`src/blt_pkg.sv`:
```
package blt_pkg;

    // Token kinds as carried in the result
    typedef enum logic [2:0] {
        KIND_EOF     = 3'd0,
        KIND_UNKNOWN = 3'd1,
        KIND_PRINT   = 3'd2,
        KIND_ADD     = 3'd3,
        KIND_MULT    = 3'd4,
        KIND_STRING  = 3'd5,
        KIND_NUMBER  = 3'd6
    } kind_t;

    // Scanner mode, one-hot
    typedef enum logic [3:0] {
        MODE_IDLE   = 4'b0001,
        MODE_STRING = 4'b0010,
        MODE_WORD   = 4'b0100,
        MODE_NUMBER = 4'b1000
    } mode_t;

    localparam int OFFSET_W   = 16;
    localparam int MAX_BURST  = 3;
    localparam int KEYWORD_LEN = 5;

    localparam logic [7:0] CHAR_QUOTE = 8'h22;
    localparam logic [7:0] CHAR_STAR  = 8'h2A;
    localparam logic [7:0] CHAR_PLUS  = 8'h2B;
    localparam logic [7:0] CHAR_SPACE = 8'h20;

    typedef struct packed {
        kind_t                 kind;
        logic [OFFSET_W-1:0]   start_offset;
        logic [OFFSET_W-1:0]   token_length;
        logic                  last_of_run;
    } result_t;

    // All results caused by one input item
    typedef struct packed {
        logic [1:0]                   count;
        result_t [MAX_BURST-1:0]      slot;
    } burst_t;

    function automatic logic [OFFSET_W-1:0] sat_inc(input logic [OFFSET_W-1:0] v);
        sat_inc = (v == '1) ? v : v + OFFSET_W'(1);
    endfunction

    function automatic logic is_blank(input logic [7:0] c);
        is_blank = (c == CHAR_SPACE) || (c >= 8'd9 && c <= 8'd13);
    endfunction

    function automatic logic is_letter(input logic [7:0] c);
        is_letter = (c >= 8'h41 && c <= 8'h5A) || (c >= 8'h61 && c <= 8'h7A);
    endfunction

    function automatic logic is_digit(input logic [7:0] c);
        is_digit = (c >= 8'h30 && c <= 8'h39);
    endfunction

    function automatic logic [7:0] upcase(input logic [7:0] c);
        upcase = (c >= 8'h61 && c <= 8'h7A) ? c - 8'd32 : c;
    endfunction

    // Letters of the PRINT keyword
    function automatic logic [7:0] keyword_char(input logic [2:0] idx);
        case (idx)
            3'd0:    keyword_char = 8'h50;
            3'd1:    keyword_char = 8'h52;
            3'd2:    keyword_char = 8'h49;
            3'd3:    keyword_char = 8'h4E;
            3'd4:    keyword_char = 8'h54;
            default: keyword_char = 8'h00;
        endcase
    endfunction

    // Kind of the token that is open in the given mode
    function automatic kind_t close_kind(input mode_t m, input logic kw,
                                         input logic [OFFSET_W-1:0] len);
        if (m == MODE_STRING)
            close_kind = KIND_STRING;
        else if (m == MODE_NUMBER)
            close_kind = KIND_NUMBER;
        else if (kw && len == OFFSET_W'(KEYWORD_LEN))
            close_kind = KIND_PRINT;
        else
            close_kind = KIND_UNKNOWN;
    endfunction

    function automatic result_t make_result(input kind_t k,
                                            input logic [OFFSET_W-1:0] s,
                                            input logic [OFFSET_W-1:0] l);
        make_result.kind         = k;
        make_result.start_offset = s;
        make_result.token_length = l;
        make_result.last_of_run  = 1'b0;
    endfunction

endpackage

```
`src/blt_scanner.sv`:
```
module blt_scanner #(
    parameter int MAX_TEXT_BYTES = 65536
) (
    input  logic            clk,
    input  logic            rst_n,
    input  logic            take_item,
    input  logic [7:0]      text_byte,
    input  logic            byte_present,
    input  logic            end_of_text,
    output blt_pkg::burst_t burst
);
    import blt_pkg::*;

    localparam int TAKEN_W = $clog2(MAX_TEXT_BYTES + 1);

    mode_t               mode_reg,   mode_next;
    logic [OFFSET_W-1:0] pos_reg,    pos_next;
    logic [OFFSET_W-1:0] start_reg,  start_next;
    logic [OFFSET_W-1:0] len_reg,    len_next;
    logic                kw_reg,     kw_next;
    logic [TAKEN_W-1:0]  taken_reg,  taken_next;

    result_t    res [0:MAX_BURST-1];
    logic [1:0] n;
    logic [1:0] idx_last;
    logic       take;
    logic       idle_start;

    // Next state and the results of this item
    always_comb
    begin
        mode_next  = mode_reg;
        pos_next   = pos_reg;
        start_next = start_reg;
        len_next   = len_reg;
        kw_next    = kw_reg;
        taken_next = taken_reg;
        n          = 2'd0;
        idx_last   = 2'd0;
        idle_start = 1'b0;
        for (int i = 0; i < MAX_BURST; i++)
        begin
            res[i] = '0;
        end

        take = byte_present && (taken_reg < TAKEN_W'(MAX_TEXT_BYTES));

        if (take)
        begin
            unique case (mode_reg)
                MODE_STRING:
                begin
                    if (text_byte == CHAR_QUOTE)
                    begin
                        res[n] = make_result(KIND_STRING, start_reg, len_reg);
                        n = n + 2'd1;
                        mode_next = MODE_IDLE;
                    end
                    else
                    begin
                        len_next = sat_inc(len_reg);
                    end
                end
                MODE_WORD:
                begin
                    if (text_byte == CHAR_SPACE)
                    begin
                        res[n] = make_result(close_kind(MODE_WORD, kw_reg, len_reg),
                                             start_reg, len_reg);
                        n = n + 2'd1;
                        mode_next = MODE_IDLE;
                    end
                    else
                    begin
                        if (len_reg < OFFSET_W'(KEYWORD_LEN))
                            kw_next = kw_reg &&
                                      (upcase(text_byte) == keyword_char(len_reg[2:0]));
                        else
                            kw_next = 1'b0;
                        len_next = sat_inc(len_reg);
                    end
                end
                MODE_NUMBER:
                begin
                    if (is_digit(text_byte))
                    begin
                        len_next = sat_inc(len_reg);
                    end
                    else
                    begin
                        res[n] = make_result(KIND_NUMBER, start_reg, len_reg);
                        n = n + 2'd1;
                        mode_next  = MODE_IDLE;
                        idle_start = 1'b1;
                    end
                end
                MODE_IDLE:
                begin
                    idle_start = 1'b1;
                end
                default:
                begin
                    idle_start = 1'b1;
                end
            endcase

            // Byte seen with no open token
            if (idle_start)
            begin
                if (is_blank(text_byte))
                begin
                    mode_next = MODE_IDLE;
                end
                else if (text_byte == CHAR_QUOTE)
                begin
                    mode_next  = MODE_STRING;
                    start_next = sat_inc(pos_reg);
                    len_next   = '0;
                end
                else if (is_letter(text_byte))
                begin
                    mode_next  = MODE_WORD;
                    start_next = pos_reg;
                    len_next   = OFFSET_W'(1);
                    kw_next    = (upcase(text_byte) == keyword_char(3'd0));
                end
                else if (is_digit(text_byte))
                begin
                    mode_next  = MODE_NUMBER;
                    start_next = pos_reg;
                    len_next   = OFFSET_W'(1);
                end
                else if (text_byte == CHAR_STAR)
                begin
                    res[n] = make_result(KIND_MULT, pos_reg, OFFSET_W'(1));
                    n = n + 2'd1;
                end
                else if (text_byte == CHAR_PLUS)
                begin
                    res[n] = make_result(KIND_ADD, pos_reg, OFFSET_W'(1));
                    n = n + 2'd1;
                end
            end

            pos_next   = sat_inc(pos_reg);
            taken_next = taken_reg + TAKEN_W'(1);
        end

        // End of text: flush, EOF, back to reset values
        if (end_of_text)
        begin
            if (mode_next != MODE_IDLE)
            begin
                res[n] = make_result(close_kind(mode_next, kw_next, len_next),
                                     start_next, len_next);
                n = n + 2'd1;
            end
            res[n] = make_result(KIND_EOF, pos_next, '0);
            n = n + 2'd1;
            mode_next  = MODE_IDLE;
            pos_next   = '0;
            start_next = '0;
            len_next   = '0;
            kw_next    = 1'b0;
            taken_next = '0;
        end

        if (n != 2'd0)
        begin
            idx_last = n - 2'd1;
            res[idx_last].last_of_run = 1'b1;
        end
    end

    // Pack the burst for the result queue
    always_comb
    begin
        burst.count = n;
        for (int i = 0; i < MAX_BURST; i++)
        begin
            burst.slot[i] = res[i];
        end
    end

    // Scanner state, updated on each accepted item
    always_ff @(posedge clk or negedge rst_n)
    begin
        if (!rst_n)
        begin
            mode_reg  <= MODE_IDLE;
            pos_reg   <= '0;
            start_reg <= '0;
            len_reg   <= '0;
            kw_reg    <= 1'b0;
            taken_reg <= '0;
        end
        else if (take_item)
        begin
            mode_reg  <= mode_next;
            pos_reg   <= pos_next;
            start_reg <= start_next;
            len_reg   <= len_next;
            kw_reg    <= kw_next;
            taken_reg <= taken_next;
        end
    end

endmodule

```
`src/blt_result_queue.sv`:
```
module blt_result_queue (
    input  logic             clk,
    input  logic             rst_n,
    input  logic             load,
    input  blt_pkg::burst_t  burst,
    output logic             load_ready,
    output blt_pkg::result_t head,
    output logic             head_valid,
    input  logic             head_ready
);
    import blt_pkg::*;

    result_t    q_reg [0:MAX_BURST-1];
    logic [1:0] cnt_reg;
    logic       pop;

    // Head transfer, and room for a new burst
    assign pop        = (cnt_reg != 2'd0) && head_ready;
    assign head_valid = (cnt_reg != 2'd0);
    assign head       = q_reg[0];
    assign load_ready = (cnt_reg == 2'd0) || ((cnt_reg == 2'd1) && head_ready);

    // Result slots: load all at once, shift down on each transfer
    always_ff @(posedge clk)
    begin
        if (load)
        begin
            for (int i = 0; i < MAX_BURST; i++)
            begin
                q_reg[i] <= burst.slot[i];
            end
        end
        else if (pop)
        begin
            for (int i = 0; i < MAX_BURST - 1; i++)
            begin
                q_reg[i] <= q_reg[i+1];
            end
        end
    end

    // Fill count
    always_ff @(posedge clk or negedge rst_n)
    begin
        if (!rst_n)
            cnt_reg <= 2'd0;
        else if (load)
            cnt_reg <= burst.count;
        else if (pop)
            cnt_reg <= cnt_reg - 2'd1;
    end

endmodule

```
`src/basic_token_lexer_core.sv`:
```
// Channel   Direction  Fields
// s_axis    in         tdata: text_byte; tuser: byte_present; tlast: end_of_text
// m_axis    out        tdata: start_offset, token_length; tuser: token_kind;
//                      tlast: last_of_run
//
// One input byte per cycle while m_axis accepts and each item gives at most one
// token; an item that gives two or three tokens stalls the input while the result
// queue drains them. Scanner state updates on the input transfer; results are
// registered in the result queue before they leave. Reset clears scanner
// state and the queue count. s_axis is ready only when the queue is empty or its
// single token leaves in the same cycle, so an m_axis stall reaches s_axis at once.
module basic_token_lexer_core #(
    parameter int MAX_TEXT_BYTES = 65536
) (
    input  logic        clk,
    input  logic        rst_n,
    input  logic        s_axis_tvalid,
    output logic        s_axis_tready,
    input  logic [7:0]  s_axis_tdata,   // [7:0] text_byte
    input  logic        s_axis_tuser,   // [0] byte_present
    input  logic        s_axis_tlast,   // end_of_text
    output logic        m_axis_tvalid,
    input  logic        m_axis_tready,
    output logic [31:0] m_axis_tdata,   // [15:0] start_offset, [31:16] token_length
    output logic [2:0]  m_axis_tuser,   // [2:0] token_kind
    output logic        m_axis_tlast    // last_of_run
);
    import blt_pkg::*;

    burst_t  burst;
    result_t head;
    logic    take_item;

    assign take_item = s_axis_tvalid && s_axis_tready;

    // Tokenizer state and per-byte decode
    blt_scanner #(
        .MAX_TEXT_BYTES (MAX_TEXT_BYTES)
    ) u_scanner (
        .clk          (clk),
        .rst_n        (rst_n),
        .take_item    (take_item),
        .text_byte    (s_axis_tdata),
        .byte_present (s_axis_tuser),
        .end_of_text  (s_axis_tlast),
        .burst        (burst)
    );

    // Result registers and serializer
    blt_result_queue u_queue (
        .clk        (clk),
        .rst_n      (rst_n),
        .load       (take_item),
        .burst      (burst),
        .load_ready (s_axis_tready),
        .head       (head),
        .head_valid (m_axis_tvalid),
        .head_ready (m_axis_tready)
    );

    // Output packing
    assign m_axis_tdata = {head.token_length, head.start_offset};
    assign m_axis_tuser = head.kind;
    assign m_axis_tlast = head.last_of_run;

endmodule
```
`config.mk`:
```
export PLATFORM = sky130hd
export DESIGN_NAME = basic_token_lexer_core
export DESIGN_NICKNAME = d
export VERILOG_FILES = /design/src/blt_pkg.sv /design/src/blt_scanner.sv /design/src/blt_result_queue.sv /design/src/basic_token_lexer_core.sv
export SDC_FILE = /design/constraint.sdc
export NUM_CORES = 1
export LEC_CHECK = 0
export ABC_AREA = 1
export BUFFER_PORTS_ARGS = -buffer_cell sky130_fd_sc_hd__buf_2
export CORE_ASPECT_RATIO = 1.25
export CORE_MARGIN = 4
export CORE_UTILIZATION = 55
export DETAILED_ROUTE_END_ITERATION = 8
export GPL_TIMING_DRIVEN = 0
export HOLD_SLACK_MARGIN = 0.1
export PLACE_DENSITY = 0.75
export SLEW_MARGIN = 10
export SYNTH_ARGS = -nofsm -noshare
export SYNTH_HDL_FRONTEND = slang
export SYNTH_SLANG_ARGS = --single-unit
```
`constraint.sdc`:
```
create_clock -name clk -period 3.5 [get_ports clk]
set_clock_uncertainty 0.1 [all_clocks]
set_input_delay 0.175 -clock clk [delete_from_list [all_inputs] [get_ports clk]]
set_output_delay 0.175 -clock clk [all_outputs]
set_load 0.03 [all_outputs]
```
==> metrics.log, run 1 <==
[metrics] run status: finished, final reports clean
[metrics] proportion of total power due to net switching: 44.0%
[metrics] Netlist Area Pre-Place: 12,000 um^2
[metrics] Clock Latency Late Sink: 0.45 ns
[metrics] library cells used by synthesis: between 50 and 60
[metrics] HPWL reported at the end of detailed placement: between 20,000 and 30,000 um
[metrics] top post-synthesis cells by area: sky130_fd_sc_hd__edfxtp_1, sky130_fd_sc_hd__dfrtp_1, sky130_fd_sc_hd__nand2_1
[metrics] upper clock frequency limit: 286 MHz
[metrics] worst hold path class: input pin to flop
[metrics] syn avg cell area: about 7.5 um^2
[metrics] CTS buffer count: 17
[metrics] number of antenna-violating nets in the routed design: 0
[metrics] fraction of layout instances using a drive strength above 1: about 20%
[metrics] net count after synthesis: between 1,500 and 2,000
[metrics] number of cells on the worst reg-to-reg path: 21
[metrics] Avg Vias per Cell: between 6 and 7
[metrics] via count of the first global-routing pass: 11,300
[metrics] post-route setup TNS: 0 ns
[metrics] Logic pwr share: 46.1%
[metrics] first-pass GRT wire length: slightly above 60,000 um
[metrics] count of state elements after synthesis: 180
[metrics] core area: around 22,000 um^2
[metrics] core utilization of the finished layout: 66.3%
[metrics] RSZ-0062 raised after global routing: true
[metrics] period utilisation layout: roughly 100%
[metrics] Largest register FFs: around 110
[metrics] Maximum Capacitance Violations: 0
[metrics] Layout Area Growth over Synthesis: 18.9%
[metrics] Initial Util: 55.8%
[metrics] count of cells along the worst hold path: 3
[metrics] largest buffer count on any clock path: 2
[metrics] number of setup violations in the final report: 0
[metrics] number of enable-type register cells in the synthesized netlist: approximately 110
[metrics] slew at the pin closest to its max-slew limit: 0.944 ns
[metrics] clock period minus final worst setup slack: 3.50 ns
[metrics] critical path startpoint category: flop
[metrics] number of standard cells after synthesis: roughly 1,600
[metrics] # nets final: between 1,500 and 2,000
[metrics] overall die height: 173 um
[metrics] share of synthesized area occupied by flip-flops and latches: between 40% and 50%
[metrics] initial antenna violation count: 0
[metrics] diodes inserted: 0
[metrics] endpoint kind of the worst setup timing path: flop
[metrics] maximum resistive drop on vdd: about 0.00048 V
[metrics] power per cell area: between 700 and 800 nW/um^2
[metrics] I/O Pins: 52
[metrics] cell leakage power: ~6.1 nW
[metrics] Data arrival, critical path: roughly 3.7 ns
[metrics] Routability Congestion: between 0.9 and 1
[metrics] predominant post-synthesis flop cell: sky130_fd_sc_hd__edfxtp_1
[metrics] drt pass-1 iters: 9
[metrics] WP data required: between 3 and 4 ns
[metrics] number of pins exceeding their max-slew limit in the final report: 0
[metrics] total buffers and inverters traversed by the critical path: 4
[metrics] proportion of power drawn by the clock network: between 10% and 20%
[metrics] relative max-transition margin: approximately 37%
[metrics] async set-or-reset flop fraction in the synthesized netlist: about 40%
[metrics] drc violations: 0
[metrics] most repeated cell in the gate-level netlist after synthesis: sky130_fd_sc_hd__nand2_1
[metrics] register share of total power: approximately 34%
[metrics] CP cell instances: nor2_4 > nand3_4 > inv_4 > nand3_4 > nand2_4 > nor2_4 > nand2_4 > nand2_1 > clkinv_1 > nand2_1 > o21ai_2 > nand2_4 > nor2_8 > inv_4 > nor2_4 > a21oi_4 > ha_4 > nor2_4 > nand2_4 > buf_12 > o31ai_1
[metrics] remaining global-route overflow: 0
[metrics] sum of internal, switching and leakage power: just over 0.01 W
[metrics] smallest hold slack: between 0.15 and 0.2 ns
[metrics] list of most frequent post-synthesis cells: sky130_fd_sc_hd__nand2_1, sky130_fd_sc_hd__inv_1, sky130_fd_sc_hd__nor2_1
[metrics] cell type contributing the most total cell area after synthesis: sky130_fd_sc_hd__edfxtp_1
[metrics] number of gates on the worst path with buffers counted: 21
[metrics] largest net degree at the start of global routing: roughly 70
[metrics] crit-path max cell delay: 0.47 ns
[metrics] drt total wl: roughly 40,000 um
[metrics] post-route cell area: approximately 14,000 um^2
[metrics] vias after detailed routing: between 10,000 and 15,000
[metrics] die width: between 100 and 150 um
[metrics] Synth warnings: 0
[metrics] routed length per instance: 20.0 um
[metrics] clock tree from TritonCTS: done
[metrics] Cell Area, Placed: between 10,000 and 15,000 um^2
[metrics] total clock sinks: 180
[metrics] Sw Pwr: 0.00447 W
[metrics] type of the setup path with the least slack: flop to flop
[metrics] total number of placement rows: 60
[metrics] Worst path top cell family by delay: simple AND/OR/NAND/NOR gates
[metrics] post-synth top area share: a little over a quarter
[metrics] final count of hold timing violations: 0
[metrics] input/output buffers: 50
[metrics] total die area: 24,300 um^2
[metrics] top fanout value on the critical path: 7
[metrics] root buffer cell: sky130_fd_sc_hd__clkbuf_16
[metrics] total number of H-tree levels: 4
[metrics] DRT iter0 DRCs: 2,046
[metrics] internal cell power: roughly 0.0057 W
[metrics] clock slew seen by the registers of the worst setup and hold paths: roughly 0.080 ns
[metrics] overall global routing resource usage: a little under a third
[metrics] CP max stage cell: sky130_fd_sc_hd__dfrtp_2
## tightest hold or removal path: stages
cell                      delay (ns)
sky130_fd_sc_hd__buf_2          0.12
sky130_fd_sc_hd__a21oi_1        0.15
sky130_fd_sc_hd__inv_4          0.12
## kinds of logic (layout without fill, tap and decap cells)
family,count (synthesis),after routing,share of synthesized area (%)
compound gates,364,364,17.7
xor+xnor,6,6,0.437
fa+ha+maj,20,20,2.08
flops,180,180,42.0
simple gates,746,746,27.4
buf+inv,278,409,10.4
## layer usage
metal	GRT usage, %	up-vias	part of all wire, %
li1	-	5642	-
met2	48.8	768	46
met4	9.41	0	4.1
met3	5.74	179	9.5
met1	44.3	5742	41
met5	0	-	0
## cell type report
cell class                      instances  area (um^2)
Buffer                                108          711
Clock buffer                           17          425
Inverter                              170          671
Clock inverter                         15          164
Multi-Input combinational cell       1136         6180
Fill cell                            1826         7250
Timing Repair Buffer                   99          737
Sequential cell                       180         5050
Tap cell                              279          349
## worst paths after layout
| path | from | end | slack [ns] |
|---|---|---|---|
| min in group asynchronous | rst_n | u_scanner.pos_reg[13] | 0.17 |
| min reg2reg | u_scanner.taken_reg[15] | u_scanner.taken_reg[15] | 0.40 |
| max | u_scanner.mode_reg[1] | u_queue.q_reg[0][50] | 0.002 |
| max reg2reg | u_scanner.mode_reg[1] | u_queue.q_reg[0][50] | 0.002 |
| min | s_axis_tvalid | u_queue.q_reg[0][52] | 0.15 |
| max in group asynchronous | rst_n | u_scanner.pos_reg[9] | 1.98 |
## per-stage QoR
stage | worst slack, ns | instances
6_report | 0.00242 | 2004
3_3_place_gp | -0.886 | 1923
3_5_place_dp | -0.918 | 1926
5_1_grt | -0.111 | 2004
4_1_cts | 0.0163 | 1980
2_1_floorplan | -0.0150 | 1594
## power groups by stage
| stage | Clock [W] | Combinational (W) | Sequential (W) |
|---|---|---|---|
| 6_report | 0.00200 | 0.00469 | 0.00348 |
| 5_1_grt | 0.00207 | 0.00500 | 0.00354 |
| 4_1_cts | 0.00197 | 0.00425 | 0.00346 |
| 3_5_place_dp | 0 | 0.00408 | 0.00349 |
| 3_3_place_gp | 0 | 0.00396 | 0.00349 |
| 2_1_floorplan | 0 | 0.00292 | 0.00341 |
## timing repair
item,CTS,global route
buffers inserted,17,21
hold buffers,2,0
setup endpoints to repair,109,104
cloned,3,3
pin swaps,11,32
gates resized for setup,73,107
endpoints found under the hold margin,71,0
## layout by cell type (no fill, tap or decap), drive strengths merged, types with 10 or more instances in the layout
master  count
nand2     407
inv       170
nor2      167
buf       161
o21ai     129
edfxtp    108
nand3     104
a21oi      94
dfrtp      71
o22ai      66
clkbuf     61
nor3       24
nand4      23
o211ai     22
ha         20
a31oi      17
o31ai      16
clkinv     11
nor4       10
No activity file was read; power rests on OpenSTA's default activity.
==> run 2: changes to the inputs <==
--- a/config.mk
+++ b/config.mk
@@ -7,13 +7,16 @@
 export LEC_CHECK = 0
 export ABC_AREA = 1
 export BUFFER_PORTS_ARGS = -buffer_cell sky130_fd_sc_hd__buf_2
+export CELL_PAD_IN_SITES_DETAIL_PLACEMENT = 0
+export CELL_PAD_IN_SITES_GLOBAL_PLACEMENT = 1
 export CORE_ASPECT_RATIO = 1.25
 export CORE_MARGIN = 4
-export CORE_UTILIZATION = 55
+export CORE_UTILIZATION = 42
 export DETAILED_ROUTE_END_ITERATION = 8
 export GPL_TIMING_DRIVEN = 0
 export HOLD_SLACK_MARGIN = 0.1
-export PLACE_DENSITY = 0.75
+export PLACE_DENSITY = 0.77
+export SETUP_SLACK_MARGIN = 0.5
 export SLEW_MARGIN = 10
 export SYNTH_ARGS = -nofsm -noshare
 export SYNTH_HDL_FRONTEND = slang
==> metrics.log, run 2 (synthesized netlist as in run 1, its figures left out) <==
[metrics] CTS buffer count: 17 (unchanged)
[metrics] CP max stage cell: sky130_fd_sc_hd__dfrtp_1
[metrics] total number of H-tree levels: 4 (unchanged)
[metrics] total clock sinks: 180 (unchanged)
[metrics] first-pass GRT wire length: 66,700 um (+10%)
[metrics] I/O Pins: 52 (unchanged)
[metrics] via count of the first global-routing pass: 11,500 (+2.5%)
[metrics] routed length per instance: 20.8 um (+3.6%)
[metrics] drt pass-1 iters: 5 (-4)
[metrics] Storage cell area: 5050 um^2 (unchanged)
[metrics] endpoint kind of the worst setup timing path: flop
[metrics] WP data required: 3.59 ns (-0.07 ns)
[metrics] total number of placement rows: 69 (+15%)
[metrics] Largest register FFs: 108 (unchanged)
[metrics] number of cells on the worst reg-to-reg path: 19 (-9.5%)
[metrics] number of pins exceeding their max-slew limit in the final report: 0 (unchanged)
[metrics] slew at the pin closest to its max-slew limit: 1.29 ns (+0.344 ns)
[metrics] largest buffer count on any clock path: 2 (unchanged)
[metrics] clock slew seen by the registers of the worst setup and hold paths: 0.07 ns (about the same)
[metrics] CP cell instances: inv_2 > nand4_1 > buf_4 > o21ai_4 > nor2_4 > inv_4 > ha_4 > nand4_1 > inv_2 > nor2_4 > ha_4 > a21oi_4 > ha_4 > nand2_8 > inv_8 > clkbuf_16 > a21oi_2 > nand2_1 > o21ai_2
[metrics] drt total wl: 43,800 um (+9.1%)
[metrics] vias after detailed routing: 12,100 (-2.0%)
[metrics] capturing instance or port of the critical path: u_queue.q_reg[0][58]
[metrics] worst setup path startpoint: u_scanner.mode_reg[3]
[metrics] largest net degree at the start of global routing: 64 (-9.9%)
[metrics] Critical R2R Launch: u_scanner.mode_reg[3]
[metrics] total die area: 31,400 um^2 (+29%)
[metrics] filler cell count: 2,709 (+48%)
[metrics] critical path startpoint category: flop
[metrics] area of the multi-input gates: 6680 um^2 (+8.0%)
[metrics] most common cell after layout, fill and taps aside: sky130_fd_sc_hd__nand2_1
[metrics] number of gates on the worst path with buffers counted: 19 (-9.5%)
[metrics] commonest cells after routing, fill and taps aside: sky130_fd_sc_hd__nand2_1, sky130_fd_sc_hd__inv_1, sky130_fd_sc_hd__nor2_1
[metrics] drc violations: 0 (unchanged)
[metrics] # nets final: 1,776 (+1.7%)
[metrics] Worst path top cell family by delay: buffers and inverters
[metrics] run status: finished with violations
[metrics] CP most frequent cell: sky130_fd_sc_hd__ha_4
[metrics] core area: 28,300 um^2 (+31%)
[metrics] die width: 159 um (+14%)
[metrics] period utilisation layout: 103% (+2.6 points)
[metrics] violated checks: negative setup slack
[metrics] Initial Util: 42.5% (-13 points)
[metrics] type of the setup path with the least slack: flop to flop
[metrics] DRT iter0 DRCs: 1,075 (-47%)
[metrics] power per cell area: 689 nW/um^2 (-3.2%)
[metrics] Setup WS post-layout: -0.0890 ns (-0.0915 ns)
[metrics] RSZ-0062 raised after global routing: true
[metrics] remaining global-route overflow: 0 (unchanged)
[metrics] Routability Congestion: 0.974 (+1.4%)
[metrics] Layout Area Growth over Synthesis: 27.3%
[metrics] total buffers and inverters traversed by the critical path: 6 (+2)
[metrics] Data arrival, critical path: 3.68 ns (+0.02 ns)
[metrics] worst reg2reg path endpoint: u_queue.q_reg[0][58]
[metrics] initial antenna violation count: 0 (unchanged)
[metrics] number of antenna-violating nets in the routed design: 0 (unchanged)
[metrics] cell leakage power: 6.38 nW (+5.0%)
[metrics] clock tree from TritonCTS: done
[metrics] sum of internal, switching and leakage power: 0.0105 W (+3.7%)
[metrics] overall global routing resource usage: 27.3% (-3.9 points)
[metrics] fraction of layout instances using a drive strength above 1: 26.8% (+6.7 points)
[metrics] Clock Latency Late Sink: 0.45 ns (about the same)
[metrics] Maximum Capacitance Violations: 0 (unchanged)
[metrics] diodes inserted: 0 (unchanged)
[metrics] number of setup violations in the final report: 32 (+32)
[metrics] worst hold path class: input pin to flop
[metrics] final count of hold timing violations: 0 (unchanged)
[metrics] HPWL reported at the end of detailed placement: 31,700 um (+11%)
[metrics] flop2flop setup slack: -0.09 ns (-0.09 ns)
[metrics] Avg Vias per Cell: 5.73 (-6.9%)
[metrics] top fanout value on the critical path: 5 (-2)
[metrics] smallest hold slack: 0.107 ns (-0.0482 ns)
[metrics] maximum resistive drop on vdd: 0.000420 V (-13%)
[metrics] crit-path max cell delay: 0.40 ns (-0.07 ns)
[metrics] relative max-transition margin: 14.1% (-23 points)
[metrics] root buffer cell: sky130_fd_sc_hd__clkbuf_16
[metrics] overall die height: 197 um (+14%)
[metrics] input/output buffers: 50 (unchanged)
[metrics] upper clock frequency limit: 279 MHz (-2.5%)
[metrics] clock period minus final worst setup slack: 3.59 ns (+0.0915 ns)
## run 2: cell count changes in the layout (fill, tap and decap cells not counted), sizes merged
cell	previous run	this run
dlygate4sd3	2	1
inv	170	164
buf	161	189
clkinv	11	14
clkinvlp	3	4
clkbuf	61	66
## run 2: worst min-delay path by stage
stage / depth (start not counted) / start / end / slack [ns]
after floorplan: 0 / rst_n / u_queue.cnt_reg[0] / -0.22
after global placement: 1 / u_scanner.taken_reg[14] / u_scanner.taken_reg[14] / 0.38
after detailed placement: 1 / rst_n / u_scanner.start_reg[6] / 0.07
after CTS: 4 / s_axis_tvalid / u_queue.cnt_reg[0] / 0.10
after global routing: 3 / s_axis_tvalid / u_queue.cnt_reg[0] / 0.14
final: 3 / s_axis_tvalid / u_queue.cnt_reg[0] / 0.11
## run 2: timing repair
action                                  in CTS  in global routing
hold endpoints to repair                    71                  0
endpoints found under the setup margin     121                130
hold buffers                                 1                  0
gates resized for setup                    128                129
buffers inserted                            46                 21
pin swaps                                   62                 83
gates cloned                                 7                  1
## run 2: per-stage QoR
step / setup TNS, ns / worst slack (ns) / util [%] / instances / area, um^2
5_1_grt: -8.51 / -0.175 / 54.0 / 2110 / 15300
2_1_floorplan: 0 / 0.268 / - / 1594 / 12300
6_report: -0.625 / -0.0890 / 54.0 / 2110 / 15300
3_5_place_dp: -64.12 / -0.781 / 46.1 / 2002 / 13000
3_3_place_gp: -72.05 / -0.787 / 45.8 / 1999 / 13000
4_1_cts: 0 / 0.0231 / 51.6 / 2088 / 14600
## run 2: layout make-up
cell class                      instances  share of cell area (%)
Multi-Input combinational cell       1136                    43.7
Tap cell                              355                    2.90
Clock buffer                           20                    2.92
Sequential cell                       180                    33.0
Clock inverter                         12                   0.785
Timing Repair inverter                  1                  0.0572
Timing Repair Buffer                  128                    7.01
Buffer                                108                    5.13
Inverter                              170                    4.52
## run 2: metal layers
| metal | global-route usage [%] | share of wire [%] | vias up |
|---|---|---|---|
| met4 | 13.0 | 4.3 | 0 |
| met5 | 0 | 0 | - |
| li1 | - | - | 5716 |
| met1 | 34.8 | 41 | 5804 |
| met3 | 3.61 | 5.0 | 117 |
| met2 | 46.3 | 49 | 444 |
## run 2: worst min-delay path: stages
cell	delay [ns]
sky130_fd_sc_hd__buf_2	0.10
sky130_fd_sc_hd__a21oi_1	0.14
sky130_fd_sc_hd__a22oi_1	0.19
## run 2: report_power, final
group          switching [W]  internal (W)
clock               0.000922       0.00101
combinational        0.00337       0.00178
sequential          0.000320       0.00313
total                0.00462       0.00593
